$ cat config.mk
export PLATFORM = sky130hd
export DESIGN_NAME = crosshair_segment_generator
export DESIGN_NICKNAME = d
export VERILOG_FILES = /design/src/rtl/csg_pkg.sv /design/src/rtl/csg_front.sv /design/src/rtl/csg_queue.sv /design/src/rtl/csg_back.sv /design/src/rtl/crosshair_segment_generator.sv
export VERILOG_INCLUDE_DIRS = /design/src /design/src/rtl
export SDC_FILE = /design/constraint.sdc
export NUM_CORES = 2
export LEC_CHECK = 0
export BUFFER_PORTS_ARGS = -buffer_cell sky130_fd_sc_hd__buf_2
export CORE_UTILIZATION = 60
export CTS_CLUSTER_DIAMETER = 30
export DETAILED_ROUTE_END_ITERATION = 7
export PLACE_DENSITY = 0.77
export RECOVER_POWER = 25
export SYNTH_ARGS = -nofsm -noshare
export SYNTH_HDL_FRONTEND = slang
export SYNTH_SLANG_ARGS = --single-unit
$ cat constraint.sdc
create_clock -name clk -period 10.2 [get_ports clk]
set_input_delay 2.04 -clock clk [delete_from_list [all_inputs] [get_ports clk]]
set_output_delay 2.04 -clock clk [all_outputs]
set_load 0.005 [all_outputs]
$ cat src/rtl/crosshair_segment_generator_macros.svh
// ----------------------------------------------------------------------------
// crosshair segment generator assertion macros
// clocked, reset-gated property checks shared by the rtl files
// ----------------------------------------------------------------------------
`ifndef CROSSHAIR_SEGMENT_GENERATOR_MACROS_SVH
`define CROSSHAIR_SEGMENT_GENERATOR_MACROS_SVH

// same-cycle implication, checked out of reset
`define CSG_ASSERT_IMPL(lbl, ante, cons, msg) \
  lbl: assert property (@(posedge clk) disable iff (!rst_n) (ante) |-> (cons)) \
    else $error(msg);

// next-cycle implication, checked out of reset
`define CSG_ASSERT_NEXT(lbl, ante, cons, msg) \
  lbl: assert property (@(posedge clk) disable iff (!rst_n) (ante) |=> (cons)) \
    else $error(msg);

`endif

$ cat src/rtl/csg_pkg.sv
// ----------------------------------------------------------------------------
// csg_pkg
// shared types and constants of the crosshair segment generator
// ----------------------------------------------------------------------------
`timescale 1ns / 1ps
`default_nettype none

package csg_pkg;

  localparam int COORD_BITS_DEF = 16;
  localparam int BOARD_BITS     = 16;
  localparam int SHAPE_BITS     = 2;
  localparam int CFG_INDEX_BITS = 2;
  localparam int SEG_BITS       = 3;
  localparam int QUEUE_DEPTH    = 2;

  // q16 slope constants
  localparam logic [16:0] Q_ONE       = 17'd65536;
  localparam logic [16:0] Q_SQRT3     = 17'd113512;
  localparam logic [16:0] Q_INV_SQRT3 = 17'd37837;

  // shape codes
  localparam logic [SHAPE_BITS-1:0] SHAPE_PLAIN      = 2'd0;
  localparam logic [SHAPE_BITS-1:0] SHAPE_UNION_JACK = 2'd1;
  localparam logic [SHAPE_BITS-1:0] SHAPE_DOZEN      = 2'd2;

  // register indexes
  localparam logic [CFG_INDEX_BITS-1:0] REG_BOARD_WIDTH  = 2'd0;
  localparam logic [CFG_INDEX_BITS-1:0] REG_BOARD_HEIGHT = 2'd1;
  localparam logic [CFG_INDEX_BITS-1:0] REG_CROSS_SHAPE  = 2'd2;

  // last segment index per shape
  localparam logic [SEG_BITS-1:0] LAST_PLAIN      = 3'd1;
  localparam logic [SEG_BITS-1:0] LAST_UNION_JACK = 3'd3;
  localparam logic [SEG_BITS-1:0] LAST_DOZEN      = 3'd5;

  typedef struct packed {
    logic [BOARD_BITS-1:0] width;
    logic [BOARD_BITS-1:0] height;
  } cfg_t;

  typedef struct packed {
    logic [BOARD_BITS-1:0] x;
    logic [BOARD_BITS-1:0] y;
    logic [SEG_BITS-1:0]   last_idx;
    logic                  dozen;
  } item_t;

  typedef struct packed {
    logic  valid;
    item_t item;
  } q_word_t;

endpackage

`default_nettype wire

$ cat src/rtl/csg_front.sv
// ----------------------------------------------------------------------------
// csg_front
// configuration registers and input word classification
// ----------------------------------------------------------------------------
`timescale 1ns / 1ps
`default_nettype none

module csg_front (
  input  logic                                clk,
  input  logic                                rst_n,
  input  logic                                in_valid,
  output logic                                in_stall,
  input  logic [csg_pkg::BOARD_BITS-1:0]      in_cursor_x,
  input  logic [csg_pkg::BOARD_BITS-1:0]      in_cursor_y,
  input  logic                                cfg_valid,
  output logic                                cfg_ready,
  input  logic [csg_pkg::CFG_INDEX_BITS-1:0]  cfg_index,
  input  logic [csg_pkg::BOARD_BITS-1:0]      cfg_data,
  output csg_pkg::cfg_t                       cfg,
  output csg_pkg::q_word_t                    push,
  input  logic                                q_full
);
  import csg_pkg::*;

  logic [BOARD_BITS-1:0] width_r;
  logic [BOARD_BITS-1:0] height_r;
  logic [SHAPE_BITS-1:0] shape_r;
  logic                  cfg_wr;

  assign cfg_ready = 1'b1;
  assign cfg_wr    = cfg_valid && cfg_ready;

  always_ff @(posedge clk) begin
    if (!rst_n) begin
      width_r  <= {BOARD_BITS{1'b1}};
      height_r <= {BOARD_BITS{1'b1}};
      shape_r  <= SHAPE_PLAIN;
    end else if (cfg_wr) begin
      unique case (cfg_index)
        REG_BOARD_WIDTH:  width_r  <= cfg_data;
        REG_BOARD_HEIGHT: height_r <= cfg_data;
        REG_CROSS_SHAPE:  shape_r  <= cfg_data[SHAPE_BITS-1:0];
        default:          ;
      endcase
    end
  end

  assign cfg.width  = width_r;
  assign cfg.height = height_r;
  assign in_stall   = q_full;

  always_comb begin
    push.valid       = in_valid && !q_full;
    push.item.x      = in_cursor_x;
    push.item.y      = in_cursor_y;
    push.item.dozen  = (shape_r == SHAPE_DOZEN);
    unique case (shape_r)
      SHAPE_UNION_JACK: push.item.last_idx = LAST_UNION_JACK;
      SHAPE_DOZEN:      push.item.last_idx = LAST_DOZEN;
      default:          push.item.last_idx = LAST_PLAIN;  // unused code gives plain cross
    endcase
  end

endmodule

`default_nettype wire

$ cat src/rtl/csg_queue.sv
// ----------------------------------------------------------------------------
// csg_queue
// short fifo of classified cursor words between front and back
// ----------------------------------------------------------------------------
`timescale 1ns / 1ps
`default_nettype none
`include "crosshair_segment_generator_macros.svh"

module csg_queue (
  input  logic              clk,
  input  logic              rst_n,
  input  csg_pkg::q_word_t  push,
  output logic              q_full,
  output csg_pkg::q_word_t  head,
  input  logic              pop
);
  import csg_pkg::*;

  localparam int PTR_W = (QUEUE_DEPTH > 1) ? $clog2(QUEUE_DEPTH) : 1;
  localparam int CNT_W = $clog2(QUEUE_DEPTH + 1);
  localparam logic [CNT_W-1:0] DEPTH_CNT = CNT_W'(QUEUE_DEPTH);
  localparam logic [PTR_W-1:0] LAST_PTR  = PTR_W'(QUEUE_DEPTH - 1);

  item_t            mem_r [QUEUE_DEPTH];
  logic [PTR_W-1:0] wr_ptr_r, wr_ptr_nxt;
  logic [PTR_W-1:0] rd_ptr_r, rd_ptr_nxt;
  logic [CNT_W-1:0] count_r, count_nxt;

  always_comb begin
    wr_ptr_nxt = wr_ptr_r;
    rd_ptr_nxt = rd_ptr_r;
    count_nxt  = count_r;
    if (push.valid) begin
      wr_ptr_nxt = (wr_ptr_r == LAST_PTR) ? '0 : wr_ptr_r + 1'b1;
    end
    if (pop) begin
      rd_ptr_nxt = (rd_ptr_r == LAST_PTR) ? '0 : rd_ptr_r + 1'b1;
    end
    unique case ({push.valid, pop})
      2'b10:   count_nxt = count_r + 1'b1;
      2'b01:   count_nxt = count_r - 1'b1;
      default: count_nxt = count_r;
    endcase
  end

  always_ff @(posedge clk) begin
    if (!rst_n) begin
      wr_ptr_r <= '0;
      rd_ptr_r <= '0;
      count_r  <= '0;
    end else begin
      wr_ptr_r <= wr_ptr_nxt;
      rd_ptr_r <= rd_ptr_nxt;
      count_r  <= count_nxt;
    end
  end

  always_ff @(posedge clk) begin
    if (push.valid) begin
      mem_r[wr_ptr_r] <= push.item;
    end
  end

  assign q_full     = (count_r == DEPTH_CNT);
  assign head.valid = (count_r != '0);
  assign head.item  = mem_r[rd_ptr_r];

  `CSG_ASSERT_IMPL(a_count_bound, 1'b1, count_r <= DEPTH_CNT, "queue count past depth")
  `CSG_ASSERT_IMPL(a_no_pop_empty, pop, count_r != '0, "pop from empty queue")
  `CSG_ASSERT_NEXT(a_push_counts, push.valid && !pop, count_r == $past(count_r) + 1'b1,
                   "push lost in queue count")

endmodule

`default_nettype wire

$ cat src/rtl/csg_back.sv
// ----------------------------------------------------------------------------
// csg_back
// segment sequencer with a multiply stage and a clamp stage
// ----------------------------------------------------------------------------
`timescale 1ns / 1ps
`default_nettype none
`include "crosshair_segment_generator_macros.svh"

module csg_back #(
  parameter int COORD_BITS = csg_pkg::COORD_BITS_DEF
) (
  input  logic                   clk,
  input  logic                   rst_n,
  input  csg_pkg::cfg_t          cfg,
  input  csg_pkg::q_word_t       head,
  output logic                   pop,
  output logic                   out_valid,
  input  logic                   out_stall,
  output logic [COORD_BITS-1:0]  out_start_x,
  output logic [COORD_BITS-1:0]  out_start_y,
  output logic [COORD_BITS-1:0]  out_end_x,
  output logic [COORD_BITS-1:0]  out_end_y,
  output logic                   out_last_segment
);
  import csg_pkg::*;

  localparam logic [1:0] KIND_VERT = 2'd0;
  localparam logic [1:0] KIND_HORZ = 2'd1;
  localparam logic [1:0] KIND_DIAG = 2'd2;

  // floor(prod / 65536) added to base, clamped to 0..hi
  function automatic logic [BOARD_BITS-1:0] diag_coord(input logic [BOARD_BITS-1:0] base,
                                                       input logic signed [34:0] prod,
                                                       input logic [BOARD_BITS-1:0] hi);
    logic signed [19:0] term;
    logic signed [19:0] sum;
    logic signed [19:0] lim;
    term = {prod[34], prod[34:16]};
    sum  = $signed({4'b0000, base}) + term;
    lim  = $signed({4'b0000, hi});
    priority if (sum > lim) begin
      return hi;
    end else if (sum < 20'sd0) begin
      return '0;
    end else begin
      return sum[BOARD_BITS-1:0];
    end
  endfunction

  function automatic logic [COORD_BITS-1:0] to_coord(input logic [BOARD_BITS-1:0] v);
    logic [COORD_BITS+BOARD_BITS-1:0] ext;
    ext = {{COORD_BITS{1'b0}}, v};
    return ext[COORD_BITS-1:0];
  endfunction

  // sequencer
  logic [SEG_BITS-1:0] seg_r, seg_nxt;
  logic                seg_last, issue, out_free, s1_free;
  logic [1:0]          kind;
  logic                flip;
  logic [16:0]         kx, ky;
  logic signed [16:0]  dx0, dx1, dy0, dy1;
  logic signed [16:0]  xs, ys, ws, hs;

  // multiply stage
  logic                     s1_valid_r;
  logic [1:0]               s1_kind_r;
  logic                     s1_last_r;
  logic [BOARD_BITS-1:0]    s1_x_r, s1_y_r;
  logic signed [34:0]       s1_px0_r, s1_px1_r, s1_py0_r, s1_py1_r;

  // output stage
  logic                     out_valid_r;
  logic [COORD_BITS-1:0]    out_sx_r, out_sy_r, out_ex_r, out_ey_r;
  logic                     out_last_r;
  logic [BOARD_BITS-1:0]    sx, sy, ex, ey;

  assign out_free = !out_valid_r || !out_stall;
  assign s1_free  = !s1_valid_r || out_free;
  assign seg_last = (seg_r == head.item.last_idx);
  assign issue    = head.valid && s1_free;
  assign pop      = issue && seg_last;

  always_comb begin
    seg_nxt = seg_r;
    if (issue) begin
      seg_nxt = seg_last ? '0 : seg_r + 1'b1;
    end
  end

  always_comb begin
    unique case (seg_r)
      3'd0:    kind = KIND_VERT;
      3'd1:    kind = KIND_HORZ;
      default: kind = KIND_DIAG;
    endcase
    flip = head.item.dozen ? (seg_r >= 3'd4) : (seg_r == 3'd3);
    priority if (!head.item.dozen) begin
      kx = Q_ONE;
      ky = Q_ONE;
    end else if (!seg_r[0]) begin
      kx = Q_INV_SQRT3;
      ky = Q_SQRT3;
    end else begin
      kx = Q_SQRT3;
      ky = Q_INV_SQRT3;
    end
    xs = $signed({1'b0, head.item.x});
    ys = $signed({1'b0, head.item.y});
    ws = $signed({1'b0, cfg.width});
    hs = $signed({1'b0, cfg.height});
    if (!flip) begin
      dx0 = hs - ys;
      dx1 = 17'sd0 - ys;
      dy0 = ws - xs;
      dy1 = 17'sd0 - xs;
    end else begin
      dx0 = ys - hs;
      dx1 = ys;
      dy0 = xs;
      dy1 = xs - ws;
    end
  end

  always_ff @(posedge clk) begin
    if (!rst_n) begin
      seg_r       <= '0;
      s1_valid_r  <= 1'b0;
      out_valid_r <= 1'b0;
    end else begin
      seg_r <= seg_nxt;
      if (s1_free) begin
        s1_valid_r <= issue;
      end
      if (out_free) begin
        out_valid_r <= s1_valid_r;
      end
    end
  end

  always_ff @(posedge clk) begin
    if (issue) begin
      s1_kind_r <= kind;
      s1_last_r <= seg_last;
      s1_x_r    <= head.item.x;
      s1_y_r    <= head.item.y;
      s1_px0_r  <= dx0 * $signed({1'b0, kx});
      s1_px1_r  <= dx1 * $signed({1'b0, kx});
      s1_py0_r  <= dy0 * $signed({1'b0, ky});
      s1_py1_r  <= dy1 * $signed({1'b0, ky});
    end
  end

  always_comb begin
    unique case (s1_kind_r)
      KIND_VERT: begin
        sx = s1_x_r;
        sy = '0;
        ex = s1_x_r;
        ey = cfg.height;
      end
      KIND_HORZ: begin
        sx = '0;
        sy = s1_y_r;
        ex = cfg.width;
        ey = s1_y_r;
      end
      default: begin
        sx = diag_coord(s1_x_r, s1_px0_r, cfg.width);
        sy = diag_coord(s1_y_r, s1_py0_r, cfg.height);
        ex = diag_coord(s1_x_r, s1_px1_r, cfg.width);
        ey = diag_coord(s1_y_r, s1_py1_r, cfg.height);
      end
    endcase
  end

  always_ff @(posedge clk) begin
    if (s1_valid_r && out_free) begin
      out_sx_r   <= to_coord(sx);
      out_sy_r   <= to_coord(sy);
      out_ex_r   <= to_coord(ex);
      out_ey_r   <= to_coord(ey);
      out_last_r <= s1_last_r;
    end
  end

  assign out_valid        = out_valid_r;
  assign out_start_x      = out_sx_r;
  assign out_start_y      = out_sy_r;
  assign out_end_x        = out_ex_r;
  assign out_end_y        = out_ey_r;
  assign out_last_segment = out_last_r;

  `CSG_ASSERT_NEXT(a_seg_wrap, issue && seg_last, seg_r == '0, "segment index did not wrap")
  `CSG_ASSERT_IMPL(a_seg_range, head.valid, seg_r <= head.item.last_idx,
                   "segment index past last segment")
  `CSG_ASSERT_NEXT(a_stage_moves, s1_valid_r && out_free, out_valid_r,
                   "multiply stage word dropped")

endmodule

`default_nettype wire

$ cat src/rtl/crosshair_segment_generator.sv
// ----------------------------------------------------------------------------
// crosshair_segment_generator
// cursor position in, crosshair line segments out, one segment per word
// ----------------------------------------------------------------------------
// For each accepted cursor word the block emits 2, 4 or 6 segment words
// (plain cross, 45-degree lines, or 30/60-degree lines, set by cross_shape),
// one segment per clock when the output is not stalled; the back end's
// segment sequencer issues one segment a cycle, while the pipe can take it,
// into a two-stage multiply and clamp pipe. The first segment passes through
// the queue, the multiply stage and the output register before it leaves.
// A two-word queue sits between the front end and the back end, so new
// cursor words are taken while earlier segments are still going out.
// Configuration writes are always ready and take effect at once; write them
// only while no segments are pending. The vertical and horizontal lines are
// not clamped, the diagonal endpoints are clamped to the board.
// ----------------------------------------------------------------------------
`timescale 1ns / 1ps
`default_nettype none

module crosshair_segment_generator #(
  parameter int COORD_BITS = csg_pkg::COORD_BITS_DEF
) (
  input  logic                                clk,
  input  logic                                rst_n,
  // cursor words
  input  logic                                in_valid,
  output logic                                in_stall,
  input  logic [csg_pkg::BOARD_BITS-1:0]      in_cursor_x,
  input  logic [csg_pkg::BOARD_BITS-1:0]      in_cursor_y,
  // segment words
  output logic                                out_valid,
  input  logic                                out_stall,
  output logic [COORD_BITS-1:0]               out_start_x,
  output logic [COORD_BITS-1:0]               out_start_y,
  output logic [COORD_BITS-1:0]               out_end_x,
  output logic [COORD_BITS-1:0]               out_end_y,
  output logic                                out_last_segment,
  // register writes
  input  logic                                cfg_valid,
  output logic                                cfg_ready,
  input  logic [csg_pkg::CFG_INDEX_BITS-1:0]  cfg_index,
  input  logic [csg_pkg::BOARD_BITS-1:0]      cfg_data
);
  import csg_pkg::*;

  cfg_t    cfg;      // live board size
  q_word_t push;     // classified cursor word into the queue
  q_word_t head;     // oldest queued word
  logic    q_full;
  logic    pop;

  // front end: registers, accept and classify by shape
  csg_front u_front (
    .clk         (clk),
    .rst_n       (rst_n),
    .in_valid    (in_valid),
    .in_stall    (in_stall),
    .in_cursor_x (in_cursor_x),
    .in_cursor_y (in_cursor_y),
    .cfg_valid   (cfg_valid),
    .cfg_ready   (cfg_ready),
    .cfg_index   (cfg_index),
    .cfg_data    (cfg_data),
    .cfg         (cfg),
    .push        (push),
    .q_full      (q_full)
  );

  // decoupling queue
  csg_queue u_queue (
    .clk    (clk),
    .rst_n  (rst_n),
    .push   (push),
    .q_full (q_full),
    .head   (head),
    .pop    (pop)
  );

  // back end: segment sequencer, slope multiply, clamp, output register
  csg_back #(
    .COORD_BITS (COORD_BITS)
  ) u_back (
    .clk              (clk),
    .rst_n            (rst_n),
    .cfg              (cfg),
    .head             (head),
    .pop              (pop),
    .out_valid        (out_valid),
    .out_stall        (out_stall),
    .out_start_x      (out_start_x),
    .out_start_y      (out_start_y),
    .out_end_x        (out_end_x),
    .out_end_y        (out_end_y),
    .out_last_segment (out_last_segment)
  );

endmodule

`default_nettype wire

==> impl_metrics.ini <==
[sta]
report.final.slew_viol_count = 78
period_share_pct = 95.0
fin_crit_ns = 9.69
tightest_slew_ns = 2.63
setup_viol = 0
tns_ns = 0
holdWs_ns = 0.418
hold_violations = 0
rsz0062_at_grt = false
relSlewSlack_pct = -75.2
fin_skew_ns = 0.0389
fmax_mhz = 103

[cells_and_area]
drive_gt1_share_pct = 6.19
nets = 6515
final_common_cell = inv_1
mostFrequentLayoutCells = inv_1, ha_1, fa_1
n_fill_cell = 6088
area_delta_synth_final_pct = 9.45
multi_input_area_sq_mm = 0.0347
seq_area_sq_mm = 0.00821

[logic_synthesis]
ys_ff_latch = 288
yosysUniqueCellTypes = 88
synth_top_area_share_pct = 27.0
synth.avg_cell_area_sq_um = 9.84
synthesis.area_sq_mm = 0.0474
ys_seq_area_share_pct = 17.3
yosys_warnings = 0
async_flop_share_pct = 0
yosys.area.top_type = fa_1
netlist_instances = 4814
synth-edff-count = 244
ys_top_cells_by_area = fa_1, ha_1, edfxtp_1
synthFlopType = edfxtp_1

[route]
wirelength_um = 139000
drtPass1Iterations = 6
drc_errors = 0
ant_nets = 0
drt-wirelength-per-cell_um = 22.9
drt-initial-drc-count = 3358
num_vias = 35900
vias_per_cell = 5.90

[die]
die_w_um = 283
dieArea_sq_mm = 0.0801
die_h_um = 283
start_util_pct = 60.9
rows = 102
fp.coreArea_sq_mm = 0.0778
io_pins = 123

[global_route]
grt_pass1_wl_um = 214000
grt_max_degree = 66
grt_pass1_vias = 36800
antenna_found_initial = 7
grtUsageTotal_pct = 35.4
grt-ovfl-total = 0

[worst_setup_path]
worstPathRequired_ns = 10.55
crit_top_cell = fa_1
end_kind = flip-flop
crit_arrival_ns = 10.04
start_kind = flip-flop
worstSetupPathType = flip-flop to flip-flop
crit_path_top_delay_cell = nor4b_1
cp_max_fo = 22
slowest_delay_ns = 0.61

[clock_network]
numCtsBuffers = 69
clock-sinks = 288
clk_pin_slew_worst_paths_ns = 0.05
cts_root_buffer = clkbuf_16
clkLatencyLatePin_ns = 0.63
htreeDepth = 3
clock_path_buffers = 3
cts_tree = done

[run]
cap_violations = 2

[placement]
dp.final_hpwl_um = 118000
gp_congestion = 1.07
numPortBuffers = 121

[status]
violations = capacitance limit, slew limit
status = finished, violations left

[min_path]
hold_class = flip-flop to flip-flop
final timing paths:
path                                                 start                                 to  slack, ns  cells past startpoint
worst max-delay path                             flip-flop      u_back.s1_px0_r[30]$_DFFE_PP_       0.51                     36
worst min-delay path            u_back.s1_last_r$_DFFE_PP_  u_back.out_last_segment$_DFFE_PP_       0.42                      0
worst max register to register                   flip-flop      u_back.s1_px0_r[30]$_DFFE_PP_       0.51                     36
worst min register to register  u_back.s1_last_r$_DFFE_PP_  u_back.out_last_segment$_DFFE_PP_       0.42                      0
cells in the mapped netlist, types with 7 or more instances:
| library cell | instances |
|---|---|
| o21ai_1 | 35 |
| o21a_1 | 30 |
| dfxtp_1 | 44 |
| a211oi_1 | 17 |
| or2_2 | 10 |
| xor2_1 | 51 |
| o21bai_1 | 20 |
| clkbuf_1 | 77 |
| fa_1 | 640 |
| nor2b_1 | 38 |
| a31oi_1 | 18 |
| nand3b_1 | 8 |
| o211ai_1 | 51 |
| a221o_1 | 24 |
| nor3b_1 | 7 |
| a211o_1 | 11 |
| o22ai_1 | 7 |
| nand3_1 | 41 |
| edfxtp_1 | 244 |
| mux2i_1 | 63 |
| a311o_1 | 18 |
| nand2_1 | 220 |
| a21boi_0 | 15 |
| and4_1 | 7 |
| nand2b_1 | 37 |
| nor2_1 | 296 |
| and3_1 | 29 |
| xnor2_1 | 140 |
| ha_1 | 833 |
| o221ai_1 | 16 |
| nand4_1 | 31 |
| a21o_1 | 103 |
| a21oi_1 | 171 |
| inv_1 | 1088 |
| o21ai_0 | 92 |
| or3_1 | 15 |
| and2_1 | 49 |
| o31ai_1 | 9 |
| nor3_1 | 91 |
| buf_1 | 11 |
routing by layer:
| metal | routed length [um] | vias up | GRT usage [%] |
|---|---|---|---|
| met1 | 56100 | 17600 | 47.7 |
| met4 | 7940 | 6 | 18.4 |
| li1 | - | 16200 | - |
| met3 | 13500 | 418 | 6.90 |
| met2 | 61900 | 1741 | 54.2 |
| met5 | 35 | - | 0 |
through the flow:
stage	instances	setup slack (ns)	utilization [%]	cell area (sq um)
floorplan	4821	0.873	-	47400
global route	6086	0.0782	66.6	51900
finish	6087	0.508	66.6	51900
CTS	6083	0.550	66.7	51900
global placement	5956	0.708	63.6	49500
detailed placement	5956	0.641	63.6	49500
timing repair:
| action | 4_1_cts | 5_1_grt |
|---|---|---|
| hold buffers | 0 | 0 |
| setup buffers | 0 | 0 |
| hold endpoints to repair | 0 | 0 |
| gates resized for setup | 0 | 2 |
| setup endpoints to repair | 0 | 4 |
cell type report:
cell class / instances / area share (%)
multi-input cells: 3340 / 66.9
flip-flops and latches: 288 / 15.8
inverters: 1092 / 7.91
clock buffers: 80 / 3.47
well taps: 1040 / 2.51
repair buffers: 196 / 2.14
clock inverters: 47 / 1.17
diodes: 4 / 0.0193
kinds of logic (layout without fill, tap and decap cells):
| group | after synthesis | count (layout) | share of synthesized area, % |
|---|---|---|---|
| multiplexers | 72 | 72 | 1.57 |
| other | 2 | 13 | 0.0159 |
| AND/OR/NAND/NOR | 903 | 903 | 9.04 |
| AO/OA/AOI/OAI | 692 | 692 | 9.91 |
| buffers and inverters | 1193 | 1415 | 9.57 |
| adder cells (fa/ha/maj) | 1473 | 1473 | 49.0 |
| XOR/XNOR | 191 | 191 | 3.53 |
| flip-flops | 288 | 288 | 17.3 |
state kept, by name, indices dropped and copies added, names as in the netlist, 2 cells and up, named ones only:
signal and cells:
u_queue.mem_r 68, u_back.s1_px0_r 19, u_back.s1_px1_r 19, u_back.s1_py0_r 19
u_back.s1_py1_r 19, u_back.out_end_x 16, u_back.out_end_y 16, u_back.out_start_x 16
u_back.out_start_y 16, u_back.s1_x_r 16, u_back.s1_y_r 16, u_front.height_r 16
u_front.width_r 16, u_back.seg_r 3, u_back.s1_kind_r 2, u_front.shape_r 2
u_queue.count_r 2
critical path: cells and delay by family, from the launching register on:
family | cells | cell delay (ns)
buf+inv | 8 | 1.32
fa+ha+maj | 8 | 3.61
compound gates | 12 | 2.24
mux | 3 | 0.57
simple gates | 5 | 1.10
flops | 1 | 0.50
Power is left out: the tool's default activity adds up to more than one toggle a clock period on the data nets, which glitch-free logic cannot reach.
